==> config.mk <==
export PLATFORM = sky130hd
export DESIGN_NAME = keyboard_voice_allocator
export DESIGN_NICKNAME = d
export VERILOG_FILES = /design/src/sv/kva_pkg.sv /design/src/sv/kva_tone.sv /design/src/sv/keyboard_voice_allocator.sv
export SDC_FILE = /design/constraint.sdc
export NUM_CORES = 1
export LEC_CHECK = 0
export BUFFER_PORTS_ARGS = -buffer_cell sky130_fd_sc_hd__buf_2
export CAP_MARGIN = 20
export CELL_PAD_IN_SITES_DETAIL_PLACEMENT = 1
export CELL_PAD_IN_SITES_GLOBAL_PLACEMENT = 2
export CORE_MARGIN = 5
export CORE_UTILIZATION = 44
export CTS_CLUSTER_SIZE = 16
export DETAILED_ROUTE_END_ITERATION = 6
export PLACE_DENSITY_LB_ADDON = 0.05
export SLEW_MARGIN = 20
export SYNTH_ARGS = -nofsm -noshare
export SYNTH_HDL_FRONTEND = slang
export SYNTH_SLANG_ARGS = --single-unit
==> constraint.sdc <==
create_clock -name clk -period 10.9 [get_ports clk]
set_input_delay 0.545 -clock clk [delete_from_list [all_inputs] [get_ports clk]]
set_output_delay 0.545 -clock clk [all_outputs]
set_load 0.005 [all_outputs]
==> src/sv/kva_pkg.sv <==
// Shared constants, types and the tone table of the keyboard voice allocator.
package kva_pkg;

    localparam int NUM_VOICES = 4;
    localparam int ROWS       = 4;
    localparam int COLS       = 4;

    // At most sixteen keys are scanned, the width of the snapshot.
    localparam int NKEYS   = (ROWS * COLS < 16) ? ROWS * COLS : 16;
    localparam int VOICE_W = (NUM_VOICES > 1) ? $clog2(NUM_VOICES) : 1;
    localparam int CNT_W   = $clog2(NUM_VOICES + 1);

    localparam logic [3:0] KEY_UP   = 4'd0;
    localparam logic [3:0] KEY_DOWN = 4'd1;
    localparam logic [3:0] NOTE_LO  = 4'd2;
    localparam logic [3:0] NOTE_HI  = 4'd14;
    localparam logic [3:0] LAST_KEY = 4'(NKEYS - 1);

    localparam logic [2:0] OCT_MIN   = 3'd1;
    localparam logic [2:0] OCT_MAX   = 3'd7;
    localparam logic [2:0] OCT_RESET = 3'd4;

    localparam int NOTES_PER_OCT = 13;
    localparam int ROM_DEPTH     = 91;

    // Equal-temperament tones in hertz, one row of thirteen notes per octave.
    localparam logic [12:0] FREQ_ROM [0:ROM_DEPTH-1] = '{
          13'd33,   13'd35,   13'd37,   13'd39,   13'd41,   13'd44,   13'd46,
          13'd49,   13'd52,   13'd55,   13'd58,   13'd62,   13'd65,
          13'd65,   13'd69,   13'd73,   13'd78,   13'd82,   13'd87,   13'd92,
          13'd98,  13'd104,  13'd110,  13'd117,  13'd123,  13'd131,
         13'd131,  13'd139,  13'd147,  13'd156,  13'd165,  13'd175,  13'd185,
         13'd196,  13'd208,  13'd220,  13'd233,  13'd247,  13'd262,
         13'd262,  13'd277,  13'd294,  13'd311,  13'd330,  13'd349,  13'd370,
         13'd392,  13'd415,  13'd440,  13'd466,  13'd494,  13'd523,
         13'd523,  13'd554,  13'd587,  13'd622,  13'd659,  13'd698,  13'd740,
         13'd784,  13'd831,  13'd880,  13'd932,  13'd988, 13'd1047,
        13'd1047, 13'd1109, 13'd1175, 13'd1245, 13'd1319, 13'd1397, 13'd1480,
        13'd1568, 13'd1661, 13'd1760, 13'd1865, 13'd1976, 13'd2093,
        13'd2093, 13'd2217, 13'd2349, 13'd2489, 13'd2637, 13'd2794, 13'd2960,
        13'd3136, 13'd3322, 13'd3520, 13'd3729, 13'd3951, 13'd4186
    };

    // One voice command as it waits between the scan and the output.
    typedef struct packed {
        logic [1:0]  voice;
        logic [12:0] frequency;
        logic        note_on;
    } cmd_t;

    typedef enum logic [2:0] {
        ST_IDLE  = 3'b001,
        ST_SCAN  = 3'b010,
        ST_FLUSH = 3'b100
    } state_t;

endpackage

==> src/sv/kva_tone.sv <==
// Tone lookup: octave and note key to frequency in hertz.
module kva_tone
    import kva_pkg::*;
(
    input  logic [2:0]  octave,
    input  logic [3:0]  key,
    output logic [12:0] frequency
);

    logic [2:0] oct_clamped;
    logic [3:0] note_ofs;
    logic [6:0] rom_idx;

    // Clamp the octave and keep the note offset inside one table row.
    always_comb
    begin
        if (octave < OCT_MIN)
            oct_clamped = OCT_MIN;
        else if (octave > OCT_MAX)
            oct_clamped = OCT_MAX;
        else
            oct_clamped = octave;

        if (key >= NOTE_LO && key <= NOTE_HI)
            note_ofs = key - NOTE_LO;
        else
            note_ofs = 4'd0;

        rom_idx = 7'(oct_clamped - OCT_MIN) * 7'(NOTES_PER_OCT) + 7'(note_ofs);
    end

    assign frequency = FREQ_ROM[rom_idx];

endmodule

==> src/sv/keyboard_voice_allocator.sv <==
// Top level of the keyboard voice allocator: key scan sequencer and command output.
//
// Usage: each request on the key channel (key_valid, key_stall, key_pressed)
// carries one snapshot of the key matrix, bit row*COLS+col set while held.
// The block walks the keys in code order, one key per clock cycle unless a full
// output register holds the scan, through a single shared compare, voice search
// and tone lookup. Keys 0 and 1 step the octave, keys 2 to 14 start or stop
// voices, and each voice change becomes a request on the command channel
// (cmd_valid, cmd_stall, voice, frequency, note_on, last). last marks the final
// command caused by one snapshot. When the command channel takes every request
// at once, key_stall is high through the 16 scan steps and one closing step
// after a snapshot is taken, then low in the idle state until the next one. The
// final command of a snapshot becomes valid when the closing step moves it to
// the output register. A command is held back in the pending register until the
// next command or the closing step, so that last can be set on it, then waits in
// the output register until taken. While the receiver stalls, a full output
// register makes the scan wait on the next key that needs a command, or the
// closing step wait. After reset all keys are released, all voices are free, the
// octave is 4 and no command is pending.
module keyboard_voice_allocator
    import kva_pkg::*;
(
    input  logic        clk,
    input  logic        rst_n,

    input  logic        key_valid,
    output logic        key_stall,
    input  logic [15:0] key_pressed,

    output logic        cmd_valid,
    input  logic        cmd_stall,
    output logic [1:0]  voice,
    output logic [12:0] frequency,
    output logic        note_on,
    output logic        last
);

    state_t state_reg, state_next;

    logic [15:0]        snap_reg;
    logic [3:0]         key_reg;
    logic [15:0]        held_reg;
    logic [VOICE_W-1:0] key_voice_reg [16];
    logic [NUM_VOICES-1:0] busy_reg;
    logic [CNT_W-1:0]   busy_cnt_reg;
    logic [2:0]         octave_reg;

    logic               pend_valid_reg;
    cmd_t               pend_reg;
    logic               out_valid_reg;
    cmd_t               out_reg;
    logic               out_last_reg;

    logic               down, held, is_note, press, rel;
    logic               free_found;
    logic [VOICE_W-1:0] free_voice;
    logic [VOICE_W-1:0] rel_voice;
    logic               start_note, stop_note, oct_up, oct_down, emit;
    logic               out_free, hold, step, key_take;
    logic [12:0]        tone;
    cmd_t               new_cmd;

    kva_tone u_tone (
        .octave    (octave_reg),
        .key       (key_reg),
        .frequency (tone)
    );

    // Lowest free voice.
    always_comb
    begin
        free_found = 1'b0;
        free_voice = '0;
        for (int v = NUM_VOICES - 1; v >= 0; v--)
        begin
            if (!busy_reg[v])
            begin
                free_found = 1'b1;
                free_voice = VOICE_W'(v);
            end
        end
    end

    // Decode what the current key does in this scan step.
    always_comb
    begin
        down       = snap_reg[key_reg];
        held       = held_reg[key_reg];
        is_note    = (key_reg >= NOTE_LO) && (key_reg <= NOTE_HI);
        press      = down && !held;
        rel        = !down && held;
        rel_voice  = key_voice_reg[key_reg];
        start_note = press && is_note && (busy_cnt_reg < CNT_W'(NUM_VOICES)) && free_found;
        stop_note  = rel && is_note;
        oct_up     = press && (key_reg == KEY_UP) && (octave_reg < OCT_MAX);
        oct_down   = press && (key_reg == KEY_DOWN) && (octave_reg > OCT_MIN);
        emit       = start_note || stop_note;

        new_cmd.voice     = start_note ? 2'(free_voice) : 2'(rel_voice);
        new_cmd.frequency = start_note ? tone : 13'd0;
        new_cmd.note_on   = start_note;

        out_free = !out_valid_reg || !cmd_stall;
        hold     = emit && pend_valid_reg && !out_free;
        step     = (state_reg == ST_SCAN) && !hold;
        key_take = key_valid && !key_stall;
    end

    // Scan sequencer.
    always_comb
    begin
        state_next = state_reg;
        unique case (state_reg)
            ST_IDLE:
            begin
                if (key_take)
                    state_next = ST_SCAN;
            end
            ST_SCAN:
            begin
                if (step && key_reg == LAST_KEY)
                    state_next = ST_FLUSH;
            end
            ST_FLUSH:
            begin
                if (!pend_valid_reg || out_free)
                    state_next = ST_IDLE;
            end
            default:
                state_next = ST_IDLE;
        endcase
    end

    assign key_stall = (state_reg != ST_IDLE);

    // Control state and the key and voice bookkeeping.
    always_ff @(posedge clk or negedge rst_n)
    begin
        if (!rst_n)
        begin
            state_reg      <= ST_IDLE;
            key_reg        <= '0;
            held_reg       <= '0;
            busy_reg       <= '0;
            busy_cnt_reg   <= '0;
            octave_reg     <= OCT_RESET;
            pend_valid_reg <= 1'b0;
            out_valid_reg  <= 1'b0;
            for (int k = 0; k < 16; k++)
                key_voice_reg[k] <= '0;
        end
        else
        begin
            state_reg <= state_next;

            if (key_take)
                key_reg <= '0;
            else if (step)
                key_reg <= key_reg + 4'd1;

            if (step)
            begin
                if (start_note)
                begin
                    busy_reg[free_voice]   <= 1'b1;
                    key_voice_reg[key_reg] <= free_voice;
                    held_reg[key_reg]      <= 1'b1;
                    busy_cnt_reg           <= busy_cnt_reg + CNT_W'(1);
                end
                else if (stop_note)
                begin
                    if (32'(rel_voice) < NUM_VOICES)
                        busy_reg[rel_voice] <= 1'b0;
                    if (busy_cnt_reg != '0)
                        busy_cnt_reg <= busy_cnt_reg - CNT_W'(1);
                    key_voice_reg[key_reg] <= '0;
                    held_reg[key_reg]      <= 1'b0;
                end
                else if (oct_up)
                begin
                    octave_reg        <= octave_reg + 3'd1;
                    held_reg[key_reg] <= 1'b1;
                end
                else if (oct_down)
                begin
                    octave_reg        <= octave_reg - 3'd1;
                    held_reg[key_reg] <= 1'b1;
                end
                else if (rel)
                    held_reg[key_reg] <= 1'b0;
            end

            // Pending command and output register.
            if (step && emit)
            begin
                pend_valid_reg <= 1'b1;
                out_valid_reg  <= pend_valid_reg || (out_valid_reg && cmd_stall);
            end
            else if (state_reg == ST_FLUSH && pend_valid_reg && out_free)
            begin
                pend_valid_reg <= 1'b0;
                out_valid_reg  <= 1'b1;
            end
            else if (out_valid_reg && !cmd_stall)
                out_valid_reg <= 1'b0;
        end
    end

    // Snapshot and command payload registers.
    always_ff @(posedge clk)
    begin
        if (key_take)
            snap_reg <= key_pressed;

        if (step && emit)
        begin
            pend_reg <= new_cmd;
            if (pend_valid_reg)
            begin
                out_reg      <= pend_reg;
                out_last_reg <= 1'b0;
            end
        end
        else if (state_reg == ST_FLUSH && pend_valid_reg && out_free)
        begin
            out_reg      <= pend_reg;
            out_last_reg <= 1'b1;
        end
    end

    assign cmd_valid = out_valid_reg;
    assign voice     = out_reg.voice;
    assign frequency = out_reg.frequency;
    assign note_on   = out_reg.note_on;
    assign last      = out_last_reg;

    // The busy count always matches the busy voices.
    a_busy_count: assert property (@(posedge clk) disable iff (!rst_n)
        32'(busy_cnt_reg) == $countones(busy_reg))
        else $error("busy count does not match busy voices");

    // The octave stays within its range.
    a_octave_range: assert property (@(posedge clk) disable iff (!rst_n)
        octave_reg >= OCT_MIN && octave_reg <= OCT_MAX)
        else $error("octave out of range");

    // No command is left pending once the block is idle.
    a_idle_no_pend: assert property (@(posedge clk) disable iff (!rst_n)
        state_reg == ST_IDLE |-> !pend_valid_reg)
        else $error("command pending while idle");

    // A scan step held back by a full output keeps its key.
    a_hold_key: assert property (@(posedge clk) disable iff (!rst_n)
        (state_reg == ST_SCAN && hold) |=> $stable(key_reg))
        else $error("scan advanced while output was full");

endmodule
==> flow_summary.yaml <==
floorplanning:
  die_y_um: 138.7
  core-area_mm2: 0.01641
  dieArea_mm2: 0.01924
  io_pins: 39
  num_rows: 47
  die_w_um: 138.7
  initial_core_util_pct: 44.42
worst_setup_path:
  crit_type: "flop to flop"
  end_kind: "flop"
  crit-reg2reg-capture: "pend_reg[2]"
  required_ns: 11.12
  crit_fanout: 18
  reg2reg_depth: 12
  cp_data_arrival_time_ns: 5.37
  r2r_setup_slack_ns: 5.76
  worstSetupStartpoint: "key_reg[3]"
  rr_startpoint: "key_reg[3]"
  cp-start-kind: "flop"
  critPathCapture: "pend_reg[2]"
logic_synthesis:
  ys.flop_type: "dfrtp_1"
  syn_inst: 687
  synthTopCellsByArea: "dfrtp_1, edfxtp_1, ha_1, mux4_2, mux2_1"
  synth_nets: 747
  yosysWarnings: 0
  yosysMostFrequentCell: "nand2_1"
  synth_top_cell_area_share_pct: 22.32
  syn_area_mm2: 0.007288
  ys_seq_area_share_pct: 43.23
  async_reset_ff_share_pct: 57.76
  synth_edf_count: 49
  synth_common_cells: "nand2_1, dfrtp_1, nor2_1"
  ys_types: 72
  synth_top_area_cell: "dfrtp_1"
  ys_ff_latch: 116
  syn_area_per_cell_um2: 10.61
finish:
  fill_cells: 1782
  nets: 764
  diodes: 0
  area_delta_synth_final_pct: 13.42
  finish.instance_area_mm2: 0.008267
  drive_gt1_share_pct: 19.94
clocking:
  cts_setup_buffers: 0
  clkSinkCount: 116
  htree_levels: 4
  numCtsBuffers: 17
  clk_path_buf_depth: 2
  cts.clk_slew.worst_paths_ns: 0.06
  cts_resized: 0
  cts_hold_buf: 0
  clk_latency_ns: 0.42
  cts_tree: "built"
  root_buffer: "clkbuf_16"
sta:
  slew_headroom_pct: 26.08
  hold_viol_final: 0
  fin_ws_ns: 5.758
  setup_tns_ns: 0
  rsz0062_at_grt: "no"
  maxSlewViolCount: 0
  fin_crit_ns: 5.142
  setup_viol: 0
  tightest_slew_ns: 1.109
  final.setup_skew_ns: 0.008169
  fin_crit_sh_pct: 47.18
  fmax_mhz: 194.5
global_route:
  grt_pass1_vias: 5772
  grt.overflow.total: 0
  grt_max_degree: 68
  grt_pass1_wl_um: 33070
  grt_antenna_before_repair: 0
  grt_use_total_pct: 21.55
worst_hold_path:
  hp-class: "input pin to flop"
route:
  drc: 0
  met2WireLength_um: 9093
  totalWireLength_um: 20480
  post_drt_wl_per_cell_um: 21.86
  drt-initial-drc-count: 378
  met1_length_um: 9971
  vias_per_cell: 5.988
  route.vias.total: 5611
  firstDrtPassIters: 4
  ant_nets: 0
  wl_met3_um: 1177
  top_layer: "met4"
placed_design:
  post_dp_cell_area_mm2: 0.007634
  place.gp.congestion: 0.8612
  dp_slack_ns: 5.586
  dp_hpwl_um: 14000
  port_buffers: 38
run:
  maxCapViolCount: 0
run_status:
  status: "complete, no violations"
[metrics by stage]
step           hold WS (ns)  instances  utilization, %
4_1_cts              0.2853        936           50.21
6_report             0.3035        937           50.39
5_1_grt              0.2794        937           50.39
2_1_floorplan        0.2494        687               -
3_3_place_gp         0.4015        904           46.53
3_5_place_dp         0.4119        904           46.53
[layout make-up]
| cell class | count | area, um^2 | share of cell area, % |
|---|---|---|---|
| Timing Repair Buffer | 51 | 307.8 | 3.723 |
| Inverter | 22 | 85.08 | 1.029 |
| Multi-Input combinational cell | 496 | 3842 | 46.48 |
| Tap cell | 220 | 275.3 | 3.330 |
| Clock inverter | 10 | 117.6 | 1.423 |
| Sequential cell | 116 | 3152 | 38.13 |
| Clock buffer | 22 | 486.7 | 5.888 |
[cells in the final DEF (no fill, tap or decap), types with 4 or more instances in the layout]
master | Yosys | layout
a31oi_1 | 12 | 12
fa_1 | 4 | 4
o2bb2ai_1 | 13 | 13
nand2_1 | 69 | 69
a311oi_1 | 4 | 4
a211oi_1 | 12 | 12
mux4_2 | 20 | 20
xnor2_1 | 10 | 8
clkbuf_16 | 0 | 19
a21oi_1 | 41 | 41
nor2_4 | 10 | 10
mux2_2 | 10 | 10
nand3_1 | 12 | 12
mux2_1 | 29 | 29
mux2i_1 | 9 | 9
a311o_1 | 4 | 4
nor2_2 | 3 | 4
xor2_1 | 5 | 4
a21o_1 | 4 | 4
and2_1 | 4 | 4
o311ai_0 | 5 | 5
nor3_1 | 10 | 9
and3_1 | 8 | 8
o22ai_1 | 4 | 4
nor2_1 | 52 | 51
inv_1 | 20 | 20
buf_2 | 11 | 38
edfxtp_1 | 49 | 49
nand4_1 | 15 | 15
dfrtp_1 | 65 | 64
nand2b_1 | 5 | 5
o21ai_0 | 29 | 29
or3_1 | 5 | 5
buf_4 | 3 | 12
o211ai_1 | 6 | 6
ha_1 | 36 | 36
[critical path, cell delays in order (launching register included)]
cell      delay [ns]
dfrtp_1         0.86
and2_1          0.42
a21oi_1         0.14
nor2_1          0.37
nor2_1          0.13
fa_1            0.45
ha_1            0.41
a21oi_1         0.38
o21bai_1        0.10
a21oi_1         0.27
xor2_1          0.79
o311ai_0        0.30
a221oi_1        0.32
[how the worst min path moves through the flow]
stage	slack [ns]	to	cells after the start	start
finish	0.30	snap_reg[5]	1	key_pressed[5]
global route	0.28	snap_reg[8]	1	key_pressed[8]
CTS	0.29	snap_reg[7]	1	key_pressed[7]
detailed placement	0.41	frequency[8]	0	pend_reg[9]
global placement	0.40	frequency[6]	0	pend_reg[7]
floorplan	0.25	asynchronous set/reset pin	0	rst_n
[cell families after synthesis]
kind of cell    after synthesis  share of synthesized area, %
simple gates                206                         14.11
compound gates              165                         15.42
flops                       116                         43.23
buf+inv                      75                         4.463
mux                          69                         13.65
fa+ha+maj                    40                         7.279
xor+xnor                     15                         1.802
other cells                   1                       0.05145
[metal layers]
metal,vias up,global-route usage (%)
li1,2600,-
met1,2831,32.75
met2,158,30.99
met3,22,4.966
met4,0,5.819
met5,-,0
Power is left out: the tool's default activity adds up to more than one toggle a clock period on the data nets, which glitch-free logic cannot reach.
